## src/sv/bpa_pkg.sv

```systemverilog
// shared types and constants of the bitmap page allocator
`timescale 1ns / 1ps
package bpa_pkg;

  // page numbers follow the 11-bit page total
  localparam int PAGE_W  = 11;
  localparam int FIELD_W = 10;
  // one map word covers a lane of eight pages
  localparam int LANE_W  = 8;
  localparam int LANE_LG = 3;
  localparam int WIDX_W  = PAGE_W - LANE_LG;

  // operation codes
  localparam logic KIND_ALLOC = 1'b0;
  localparam logic KIND_FREE  = 1'b1;

  // register index of the page total
  localparam logic REG_TOTAL_PAGES = 1'b0;
  localparam logic [PAGE_W-1:0] TOTAL_RESET = 11'd1024;

  typedef struct packed {
    logic               kind;
    logic [PAGE_W-1:0]  page_count;
    logic [FIELD_W-1:0] start_page;
  } bpa_cmd_t;

  typedef struct packed {
    logic               success;
    logic [FIELD_W-1:0] first_page;
  } bpa_result_t;

  // free run being tracked by the scan
  typedef struct packed {
    logic [PAGE_W-1:0] len;
    logic [PAGE_W-1:0] start;
  } bpa_run_t;

  typedef struct packed {
    bpa_run_t run;
    logic     found;
    logic     exhausted;
  } bpa_scan_t;

endpackage

```

## src/sv/bpa_ram.sv

```systemverilog
// generic single write, single read ram with registered read
`timescale 1ns / 1ps
module bpa_ram #(
  parameter int WIDTH = 8,
  parameter int DEPTH = 128,
  localparam int AW = (DEPTH > 1) ? $clog2(DEPTH) : 1
) (
  input  logic             clk,
  input  logic             we,
  input  logic [AW-1:0]    waddr,
  input  logic [WIDTH-1:0] wdata,
  input  logic [AW-1:0]    raddr,
  output logic [WIDTH-1:0] rdata
);

  logic [WIDTH-1:0] mem [DEPTH];

  // write port and registered read port
  always_ff @(posedge clk) begin
    if (we) begin
      mem[waddr] <= wdata;
    end
    rdata <= mem[raddr];
  end

endmodule

```

## src/sv/bpa_lane_unit.sv

```systemverilog
// shared scan unit: runs the first-fit search over one map word
`timescale 1ns / 1ps
module bpa_lane_unit (
  input  logic [bpa_pkg::LANE_W-1:0] word,
  input  logic [bpa_pkg::WIDX_W-1:0] widx,
  input  bpa_pkg::bpa_run_t          run_in,
  input  logic [bpa_pkg::PAGE_W-1:0] count,
  input  logic [bpa_pkg::PAGE_W-1:0] total,
  output bpa_pkg::bpa_scan_t         res
);
  import bpa_pkg::*;

  logic [PAGE_W:0] next_base;

  // first page after this word
  assign next_base = {1'b0, widx, {LANE_LG{1'b1}}} + (PAGE_W+1)'(1);

  // walk the eight pages of the word, extending or breaking the run
  always_comb begin
    logic [PAGE_W-1:0] len;
    logic [PAGE_W-1:0] st;
    logic [PAGE_W-1:0] p;
    logic              found;
    logic              past;
    len   = run_in.len;
    st    = run_in.start;
    found = 1'b0;
    past  = 1'b0;
    for (int b = 0; b < LANE_W; b++) begin
      p = {widx, LANE_LG'(b)};
      if (!found && !past) begin
        if (p >= total) begin
          past = 1'b1;
        end else if (p != '0 && !word[b]) begin
          if (len == '0) begin
            st = p;
          end
          len = len + 1'b1;
          if (len == count) begin
            found = 1'b1;
          end
        end else begin
          len = '0;
        end
      end
    end
    res.run.len   = len;
    res.run.start = st;
    res.found     = found;
    res.exhausted = past || (next_base >= {1'b0, total});
  end

endmodule

```

## src/sv/bitmap_page_allocator_top.sv

```systemverilog
// top level of the bitmap page allocator: sequencer, config register, used-page map
`timescale 1ns / 1ps
// First-fit page allocator over a used-page bitmap held in a ram of 8-page words. A
// command word is taken when start is high and busy is low; its result word appears on
// result for exactly one cycle with done high and cannot be held off. After reset the
// block clears the map with busy high; the page total register may be written meanwhile.
// An allocate scans one map word per cycle through the shared lane unit, streaming reads
// from the ram until a run is found or the page total is passed, then reads and then
// writes each map word the run touches. A free likewise reads and then writes each map
// word it clears; a zero count or out-of-range free, or a zero-count allocate, is
// answered from idle without touching the map. The single ram read port sets this order.
module bitmap_page_allocator_top #(
  parameter int MAX_PAGES = 1024
) (
  input  logic                 clk,
  input  logic                 rst,
  input  logic                 start,
  output logic                 busy,
  input  bpa_pkg::bpa_cmd_t    cmd,
  output logic                 done,
  output bpa_pkg::bpa_result_t result,
  input  logic                 psel,
  input  logic                 penable,
  input  logic                 pwrite,
  input  logic [2:0]           paddr,
  input  logic [31:0]          pwdata,
  output logic [31:0]          prdata,
  output logic                 pready
);
  import bpa_pkg::*;

  localparam int MAP_WORDS = (MAX_PAGES + LANE_W - 1) / LANE_W;
  localparam int MAP_AW    = (MAP_WORDS > 1) ? $clog2(MAP_WORDS) : 1;
  localparam int PAGE_MAX  = (1 << PAGE_W) - 1;
  localparam int CAP_PAGES = (MAX_PAGES > PAGE_MAX) ? PAGE_MAX : MAX_PAGES;

  typedef enum logic [4:0] {
    ST_CLEAR   = 5'b00001,
    ST_IDLE    = 5'b00010,
    ST_SCAN    = 5'b00100,
    ST_MARK_RD = 5'b01000,
    ST_MARK_WR = 5'b10000
  } state_t;

  state_t              state;
  logic [PAGE_W-1:0]   total_pages;
  logic [PAGE_W-1:0]   act_total;
  logic                cfg_wr;
  logic                kind_r;
  logic [PAGE_W-1:0]   count_r;
  bpa_run_t            run;
  bpa_scan_t           scan;
  logic [WIDX_W-1:0]   rd_widx;
  logic                ev_valid;
  logic [WIDX_W-1:0]   ev_widx;
  logic [PAGE_W-1:0]   lo;
  logic [PAGE_W:0]     hi_ex;
  logic [PAGE_W:0]     hi_last;
  logic [WIDX_W-1:0]   mk_w;
  logic [WIDX_W-1:0]   last_w;
  logic [MAP_AW-1:0]   clr_addr;
  logic [PAGE_W-1:0]   start_ext;
  logic [PAGE_W:0]     free_end;
  logic [PAGE_W:0]     free_hi;
  logic [LANE_W-1:0]   mark_mask;
  logic                ram_we;
  logic [MAP_AW-1:0]   ram_waddr;
  logic [LANE_W-1:0]   ram_wdata;
  logic [MAP_AW-1:0]   ram_raddr;
  logic [LANE_W-1:0]   ram_rdata;

  // config port
  assign pready = 1'b1;
  assign cfg_wr = psel && penable && pwrite && (paddr[2] == REG_TOTAL_PAGES);
  assign prdata = (paddr[2] == REG_TOTAL_PAGES) ? 32'(total_pages) : '0;

  // page total clipped to map capacity
  assign act_total = (total_pages > PAGE_W'(CAP_PAGES)) ? PAGE_W'(CAP_PAGES) : total_pages;

  assign busy = (state != ST_IDLE);

  // free range, clipped at the page total
  assign start_ext = PAGE_W'(cmd.start_page);
  assign free_end  = {1'b0, start_ext} + {1'b0, cmd.page_count};
  assign free_hi   = (free_end > {1'b0, act_total}) ? {1'b0, act_total} : free_end;

  // last map word touched by the mark or clear
  assign hi_last = hi_ex - (PAGE_W+1)'(1);
  assign last_w  = hi_last[PAGE_W-1:LANE_LG];

  // pages of the current word that lie inside the run
  always_comb begin
    logic [PAGE_W-1:0] p;
    for (int b = 0; b < LANE_W; b++) begin
      p = {mk_w, LANE_LG'(b)};
      mark_mask[b] = (p >= lo) && ({1'b0, p} < hi_ex);
    end
  end

  // map ram port steering
  assign ram_we    = (state == ST_CLEAR) || (state == ST_MARK_WR);
  assign ram_waddr = (state == ST_CLEAR) ? clr_addr : MAP_AW'(mk_w);
  assign ram_wdata = (state == ST_CLEAR)   ? '0 :
                     (kind_r == KIND_ALLOC) ? (ram_rdata | mark_mask) :
                                              (ram_rdata & ~mark_mask);
  assign ram_raddr = (state == ST_SCAN) ? MAP_AW'(rd_widx) : MAP_AW'(mk_w);

  bpa_ram #(
    .WIDTH(LANE_W),
    .DEPTH(MAP_WORDS)
  ) u_map (
    .clk  (clk),
    .we   (ram_we),
    .waddr(ram_waddr),
    .wdata(ram_wdata),
    .raddr(ram_raddr),
    .rdata(ram_rdata)
  );

  bpa_lane_unit u_lane (
    .word  (ram_rdata),
    .widx  (ev_widx),
    .run_in(run),
    .count (count_r),
    .total (act_total),
    .res   (scan)
  );

  // sequencer
  always_ff @(posedge clk) begin
    if (rst) begin
      state       <= ST_CLEAR;
      clr_addr    <= '0;
      done        <= 1'b0;
      ev_valid    <= 1'b0;
      total_pages <= TOTAL_RESET;
    end else begin
      done <= 1'b0;
      if (cfg_wr) begin
        total_pages <= pwdata[PAGE_W-1:0];
      end
      unique case (state)
        ST_CLEAR: begin
          clr_addr <= clr_addr + 1'b1;
          if (clr_addr == MAP_AW'(MAP_WORDS - 1)) begin
            state <= ST_IDLE;
          end
        end
        ST_IDLE: begin
          if (start) begin
            kind_r  <= cmd.kind;
            count_r <= cmd.page_count;
            if (cmd.kind == KIND_ALLOC) begin
              if (cmd.page_count == '0) begin
                done   <= 1'b1;
                result <= '0;
              end else begin
                rd_widx  <= '0;
                ev_valid <= 1'b0;
                run      <= '0;
                state    <= ST_SCAN;
              end
            end else begin
              if (start_ext >= act_total) begin
                done   <= 1'b1;
                result <= '0;
              end else if (cmd.page_count == '0) begin
                done              <= 1'b1;
                result.success    <= 1'b1;
                result.first_page <= '0;
              end else begin
                lo    <= start_ext;
                hi_ex <= free_hi;
                mk_w  <= start_ext[PAGE_W-1:LANE_LG];
                state <= ST_MARK_RD;
              end
            end
          end
        end
        ST_SCAN: begin
          // reads run one word ahead of the lane unit
          rd_widx  <= rd_widx + 1'b1;
          ev_valid <= 1'b1;
          ev_widx  <= rd_widx;
          if (ev_valid) begin
            run <= scan.run;
            if (scan.found) begin
              lo    <= scan.run.start;
              hi_ex <= {1'b0, scan.run.start} + {1'b0, count_r};
              mk_w  <= scan.run.start[PAGE_W-1:LANE_LG];
              state <= ST_MARK_RD;
            end else if (scan.exhausted) begin
              done   <= 1'b1;
              result <= '0;
              state  <= ST_IDLE;
            end
          end
        end
        ST_MARK_RD: begin
          state <= ST_MARK_WR;
        end
        ST_MARK_WR: begin
          if (mk_w == last_w) begin
            done              <= 1'b1;
            result.success    <= 1'b1;
            result.first_page <= (kind_r == KIND_ALLOC) ? lo[FIELD_W-1:0] : '0;
            state             <= ST_IDLE;
          end else begin
            mk_w  <= mk_w + 1'b1;
            state <= ST_MARK_RD;
          end
        end
        default: begin
          state <= ST_IDLE;
        end
      endcase
    end
  end

  // an accepted word either occupies the block or is answered at once
  assert property (@(posedge clk) disable iff (rst) (start && !busy) |=> (busy || done))
    else $error("accepted word neither started nor answered");

  // a non-zero first page only comes with a successful allocate
  assert property (@(posedge clk) disable iff (rst)
    (done && (result.first_page != '0)) |-> result.success)
    else $error("first page given on a failed or free result");

  // every word written back holds at least one page of the run
  assert property (@(posedge clk) disable iff (rst) (state == ST_MARK_WR) |-> (mark_mask != '0))
    else $error("map word written with an empty mask");

  // no result while the map is still being cleared
  assert property (@(posedge clk) disable iff (rst) $past(state == ST_CLEAR) |-> !done)
    else $error("result during clearing pass");

endmodule

```

## config.mk

```make
export PLATFORM = sky130hd
export DESIGN_NAME = bitmap_page_allocator_top
export DESIGN_NICKNAME = d
export VERILOG_FILES = /design/src/sv/bpa_pkg.sv /design/src/sv/bpa_ram.sv /design/src/sv/bpa_lane_unit.sv /design/src/sv/bitmap_page_allocator_top.sv
export SDC_FILE = /design/constraint.sdc
export NUM_CORES = 2
export LEC_CHECK = 0
export ABC_AREA = 1
export BUFFER_PORTS_ARGS = -buffer_cell sky130_fd_sc_hd__buf_2
export CORE_MARGIN = 2
export CORE_UTILIZATION = 50
export DETAILED_ROUTE_END_ITERATION = 8
export PLACE_DENSITY = 0.73
export RECOVER_POWER = 100
export SYNTH_ARGS = -nofsm -noshare
export SYNTH_HDL_FRONTEND = slang
export SYNTH_SLANG_ARGS = --single-unit
```

## constraint.sdc

```tcl
create_clock -name clk -period 18.7 [get_ports clk]
set_clock_uncertainty 0.1 [all_clocks]
set_input_delay 3.74 -clock clk [delete_from_list [all_inputs] [get_ports clk]]
set_output_delay 3.74 -clock clk [all_outputs]
set_load 0.01 [all_outputs]
```

-- Yosys cells after proc, flatten, opt, wreduce, memory -nomap -nowiden
Memory sizes are Yosys's and may differ from the RTL's. A register that Yosys moved wholly into a read port is not among the register bits.
Cells that the tools add are included.
- add/sub/neg operators: 15
- $lt $le $gt $ge: 28
- equal/unequal tests: 34
- muxes and demuxes: 175
- bitwise gates (word level): 5
- reduce and logical (&&, ||, !) cells: 57
- operators by type and width (operator ; number):
    two-way mux 11 bit ; 71
    >= comparator 11 bit ; 16
    zero test 11 bit ; 9
    less-than comparator 11 x 12 -> 1 bit ; 8
    two-way mux 8 bit ; 12
    adder 11 x 1 -> 11 bit, second input constant ; 8
    equality test 11 bit ; 8
    two-way mux 22 bit ; 4
    two-way mux 12 bit ; 7
    two-way mux 1 bit ; 59
    two-way mux 5 bit ; 9
    case mux 22 bit (2 select lines) ; 1
    case mux 11 bit (3 select lines) ; 1
    case mux 5 bit (5 select lines) ; 1
    case mux 12 bit (2 select lines) ; 1
    case mux 8 bit (3 select lines) ; 1
    case mux 11 bit (2 select lines) ; 1
    inequality test 2 bit, second input constant ; 10
    logical AND 1 bit ; 19
    inequality test 3 bit, second input constant ; 6
    AND reduction 9 bit ; 2
    adder 8 x 1 -> 8 bit, second input constant ; 2
    case mux 8 bit (2 select lines) ; 1
    zero test 1 bit ; 15
    38 further kinds ; 42
- register bits after elaboration: 117
- memory bits (writable): 1024
- input bits: 63
- output and inout bits: 46
- logic and storage cells: 331
- memories kept: 1
- memories (name ; depth ; width ; rd ports ; clocked after Yosys merged registers in ; wr ports ; RTL line ; text):
    u_map.mem ; 128 ; 8 ; 1 ; 1 ; 1 ; bpa_ram.sv:16 ; logic [WIDTH-1:0] mem [DEPTH];

-- Depth between registers and ports, before layout
- depth in word-level cells: 40
- gate-level depth with buffers: 90
- gate-level depth less buffers: 88

-- Hierarchy
From an unflattened synthesis, not the netlist that was laid out.
- cell total of the unflattened synthesis: 6076
- area, all modules: 57308.7 sq um
- modules (own cells, without submodules) (module ; instances ; cells each ; area each (sq um) ; seq. area each (sq um)):
    bpa_ram ; 1 ; 3575 ; 42104.1 ; 30909.6
    bitmap_page_allocator_top ; 1 ; 1011 ; 7951.4 ; 3263.1
    bpa_lane_unit ; 1 ; 1490 ; 7253.2 ; 0.0

-- Worst setup path before layout
Ideal clock, no wire load.
- path kind: reg-to-reg
- start point: reg total_pages[0]
- end point: reg hi_ex[10], data pin
- setup time: 263 ps
- arrival: 9354 ps
- data required time: 18337 ps
- setup slack: 8983 ps
- cell stages (with the launch flop): 88
- buffers on the path: 3
- clock period less this slack: 9717 ps
- cell sequence: dfxtp_1 -> nor2_1 -> nand4_1 -> o21ai_2 -> nand2_1 -> ha_1 -> nand2_1 -> inv_2 -> nand2_1 -> nand2_1 -> nand2_1 -> nand2_2 -> nor2_4 -> buf_8 -> nand2_1 -> nand2_2 -> ha_1 -> clkbuf_2 -> [52 not listed] -> nand4_4 -> buf_8 -> o21ai_2 -> inv_1 -> ha_1 -> inv_1 -> o31ai_1 -> inv_1 -> o21ai_0 -> inv_1 -> nor2_1 -> o21ai_0 -> nand2_1 -> a21oi_1 -> o21ai_0 -> nand2_1 -> nand2_1 -> o21ai_0
- RTL lines (item ; RTL line ; text):
    start: declaration ; bitmap_page_allocator_top.sv:46 ; logic [PAGE_W-1:0] total_pages;
    start signal: assignment ; bitmap_page_allocator_top.sv:140 ; total_pages <= pwdata[PAGE_W-1:0];
    end signal: assignment ; bitmap_page_allocator_top.sv:173 ; hi_ex <= free_hi;
    end signal: assignment ; bitmap_page_allocator_top.sv:189 ; hi_ex <= {1'b0, scan.run.start} + {1'b0, count_r};
    end: declaration ; bitmap_page_allocator_top.sv:57 ; logic [PAGE_W:0] hi_ex;

==> metrics.md <==
| Metric | Value |
|---|---|
| Status | finished with violations |
| Setup TNS | 0 ns |
| Worst Path Arrival | 15.06 ns |
| Layout cells sized above 1 | roughly 7.3% |
| Pre-CTS setup slack | between 6 and 7 ns |
| Ys Warns | 0 |
| Via count | roughly 42000 |
| Period utilisation layout | 78.8% |
| Die width | about 340 um |
| Asr flop ratio synth | 0% |
| Routed wl met3 | roughly 17 mm |
| Vias in the first global route | roughly 38000 |
| PD cells | around 140 nW/um^2 |
| Wire length per cell | 21.9 um |
| Resized cells post-CTS | 0 |
| Synth top cells by count | edfxtp_1 (1116), nor2_1 (998), nand2_1 (775), o21ai_0 (746), inv_1 (320) |
| Die ar. | roughly 110000 um^2 |
| DR top layer | met5 |
| Hold slack | approximately 0.35 ns |
| Top-count cell post-synth | edfxtp_1 |
| I/O Pins | 109 |
| Total gr overflow | 0 |
| CP Data Required Time | between 15 and 20 ns |
| Vias/cell | 5.99 |
| Max Root-Sink Buffers | 3 |
| Avg Cell Area, Syn | 10.1 um^2 |
| Hold path start | rd_widx[5] |
| EDFF count, synth | between 1000 and 1500 |
| Syn-to-layout area delta | 8.43% |
| # DRC | 0 |
| Reg2Reg Depth | 80 |
| Post-Syn Area | around 56000 um^2 |
| Max incr delay on CP | about 1.1 ns |
| # Post-CTS Setup Buffers | 0 |
| Root buffer cell | clkbuf_16 |
| Diodes inserted | 0 |
| Post-DP HPWL | ~95 mm |
| Core Area | around 110000 um^2 |
| Tot GR Track Use | between 20% and 30% |
| Post-synthesis sequential area ratio | 61.6% |
| Worst reg-to-reg setup slack | slightly below 4 ns |
| End of the worst register-to-register path | hi_ex[10] |
| Buffers added on ports | 63 |
| Max VDD drop | 0.144 mV |
| Clock latency on the worst-skew pair | roughly 0.71 ns |
| Placed cell count | around 6900 |
| H-tree levels | 3 |
| Nature of the critical path startpoint | flop |
| CTS tree | yes |
| # nets final | between 5000 and 6000 |
| Min-Delay Path Class | flop to flop |
| Final worst setup slack | ~4 ns |
| # rows | ~120 |
| Rel. slew slack | -221% |
| DR pass1 iterations | 6 |
| Gpl congestion | roughly 1 |
| Yosys top cell area share | 60.4% |
| RSZ-0062 raised after global routing | false |
| Final setup fails | 0 |
| Slowest CP cell | nor2_1 |
| MaxCap Viol Count | 29 |
| Worst Setup End Kind | flop |
| Leakage | between 0.02 and 0.025 uW |
| Global-route wire length before repair | 229 mm |
| Cts hold-fix bufs | 0 |
| Sink Count | 1149 |
| Max-slew violation count | about 1500 |
| Final non-filler cell total | around 7000 |
| Post-route minimum period | ~15 ns |
| Initial antenna violation count | 2 |
| Synth Register Bits | 1149 |
| Die Y | roughly 340 um |
| CP Max Fanout | 16 |
| TritonCTS buffer count | 109 |
| Reg2reg start | total_pages[0] |
| Most common cell on crit path | nand2_1 |
| Failing checks | capacitance limit, slew limit |
| Ys flop type | edfxtp_1 |
| Synth unique cells | 68 |
| Top post-synthesis cells by area | edfxtp_1 (60%), nor2_1 (6.7%), o21ai_0 (6.7%) |
| Initial core utilization | approximately 50% |
| # fillers | about 9400 |
| 1st-iter DRT viols | approximately 5600 |
| Met1 WL | between 60 and 70 mm |
| Drt total wl | between 150 and 200 mm |
| Critical path class | flop to flop |
| Reg clk slew, reported paths | 0.06 ns |
| Wire length on met2 | 69.2 mm |
| Pin count of the biggest net entering global routing | 192 |
| Final Total Pwr | ~8200 uW |
| Cell taking the most area after synthesis | edfxtp_1 |
| Synth Instances | around 5500 |
| Hold path depth | 0 |
| Final hold viol count | 0 |
| WHS Endpoint | ev_widx[5] |
| Fmax | slightly below 70 MHz |
| Routed Antenna Nets | 0 |
| Worst-Margin Slew | roughly 4.8 ns |
## sequential cells by signal, indices dropped and copies added (netlist names)
name,cells
clr_addr,7
count_r,11
done,1
ev_valid,1
ev_widx,8
hi_ex,12
kind_r,1
lo,11
mk_w,8
rd_widx,8
result,11
run,22
state,5
total_pages,11
u_map.mem,1024
u_map.rdata,8
## through the flow
step | cell area [um^2] | utilization, %
after floorplan | 55600 | -
after global placement | 57200 | 51.8
after detailed placement | 57200 | 51.8
after CTS | 60500 | 54.8
after global routing | 60200 | 54.5
final | 60200 | 54.5
## layout by cell type, fill, tap and decap left out, types with 18 or more instances in the layout
cell type,Yosys,routed
a21oi_1,117,114
buf_2,4,25
buf_4,28,33
clkbuf_1,238,88
clkbuf_16,0,109
clkinv_1,9,34
clkinv_2,0,22
conb_1,2,22
dfxtp_1,33,33
edfxtp_1,1116,1116
ha_1,97,97
inv_1,320,325
inv_2,38,29
nand2_1,775,779
nand2_2,43,39
nand3_1,222,228
nand4_1,43,43
nor2_1,998,1005
nor2_2,46,40
nor3_1,33,33
o211ai_1,36,36
o21ai_0,746,752
o21ai_2,24,18
o221ai_1,35,35
o22ai_1,292,292
xor2_1,30,30
## power breakdown
group	total, uW	internal (uW)	switching [uW]
clock network	2080	1150	936
logic	2530	520	2010
registers	3620	3570	52.4
total	8240	5240	3000
## worst max path at each step
stage | end | slack, ns | startpoint | depth (start not counted)
after floorplan | hi_ex[10] | 8.98 | total_pages[0] | 87
after global placement | hi_ex[10] | 6.40 | total_pages[0] | 79
after detailed placement | hi_ex[10] | 6.38 | total_pages[0] | 79
after CTS | hi_ex[10] | 6.16 | total_pages[0] | 79
after global routing | hi_ex[10] | 2.36 | total_pages[0] | 78
final | hi_ex[10] | 3.96 | total_pages[0] | 80
## metal layers
| metal | vias to the layer above | global-route usage (%) |
|---|---|---|
| li1 | 19400 | - |
| met5 | - | 0 |
| met1 | 20100 | 38.2 |
| met2 | 2344 | 40.4 |
| met4 | 2 | 9.58 |
| met3 | 346 | 4.28 |
## logic make-up after synthesis
| family | share of synthesized area, % |
|---|---|
| simple gates | 17.3 |
| flops | 61.6 |
| other cells | 0.0135 |
| buf+inv | 4.81 |
| compound gates | 13.5 |
| xor+xnor | 0.582 |
| fa+ha+maj | 2.26 |
## worst max-delay path: cells and delay by family, from the launching register on
kind                       cells  cell delay [ns]
and+or+nand+nor               54             8.56
buffers and inverters         11             1.28
DFF                            1             0.41
adders and majority gates      5             1.44
AOI/OAI and AO/OA             10             2.63
## final cells by class
cell class / count / area (um^2) / share of cell area, %
Clock buffer: 136 / 2850 / 4.73
Timing Repair Buffer: 124 / 669 / 1.11
Sequential cell: 1149 / 34200 / 56.8
Tap cell: 1488 / 1860 / 3.09
Clock inverter: 61 / 482 / 0.800
Multi-Input combinational cell: 3720 / 18700 / 31.1
Inverter: 371 / 1410 / 2.35
(Power assumes the default switching activity.)
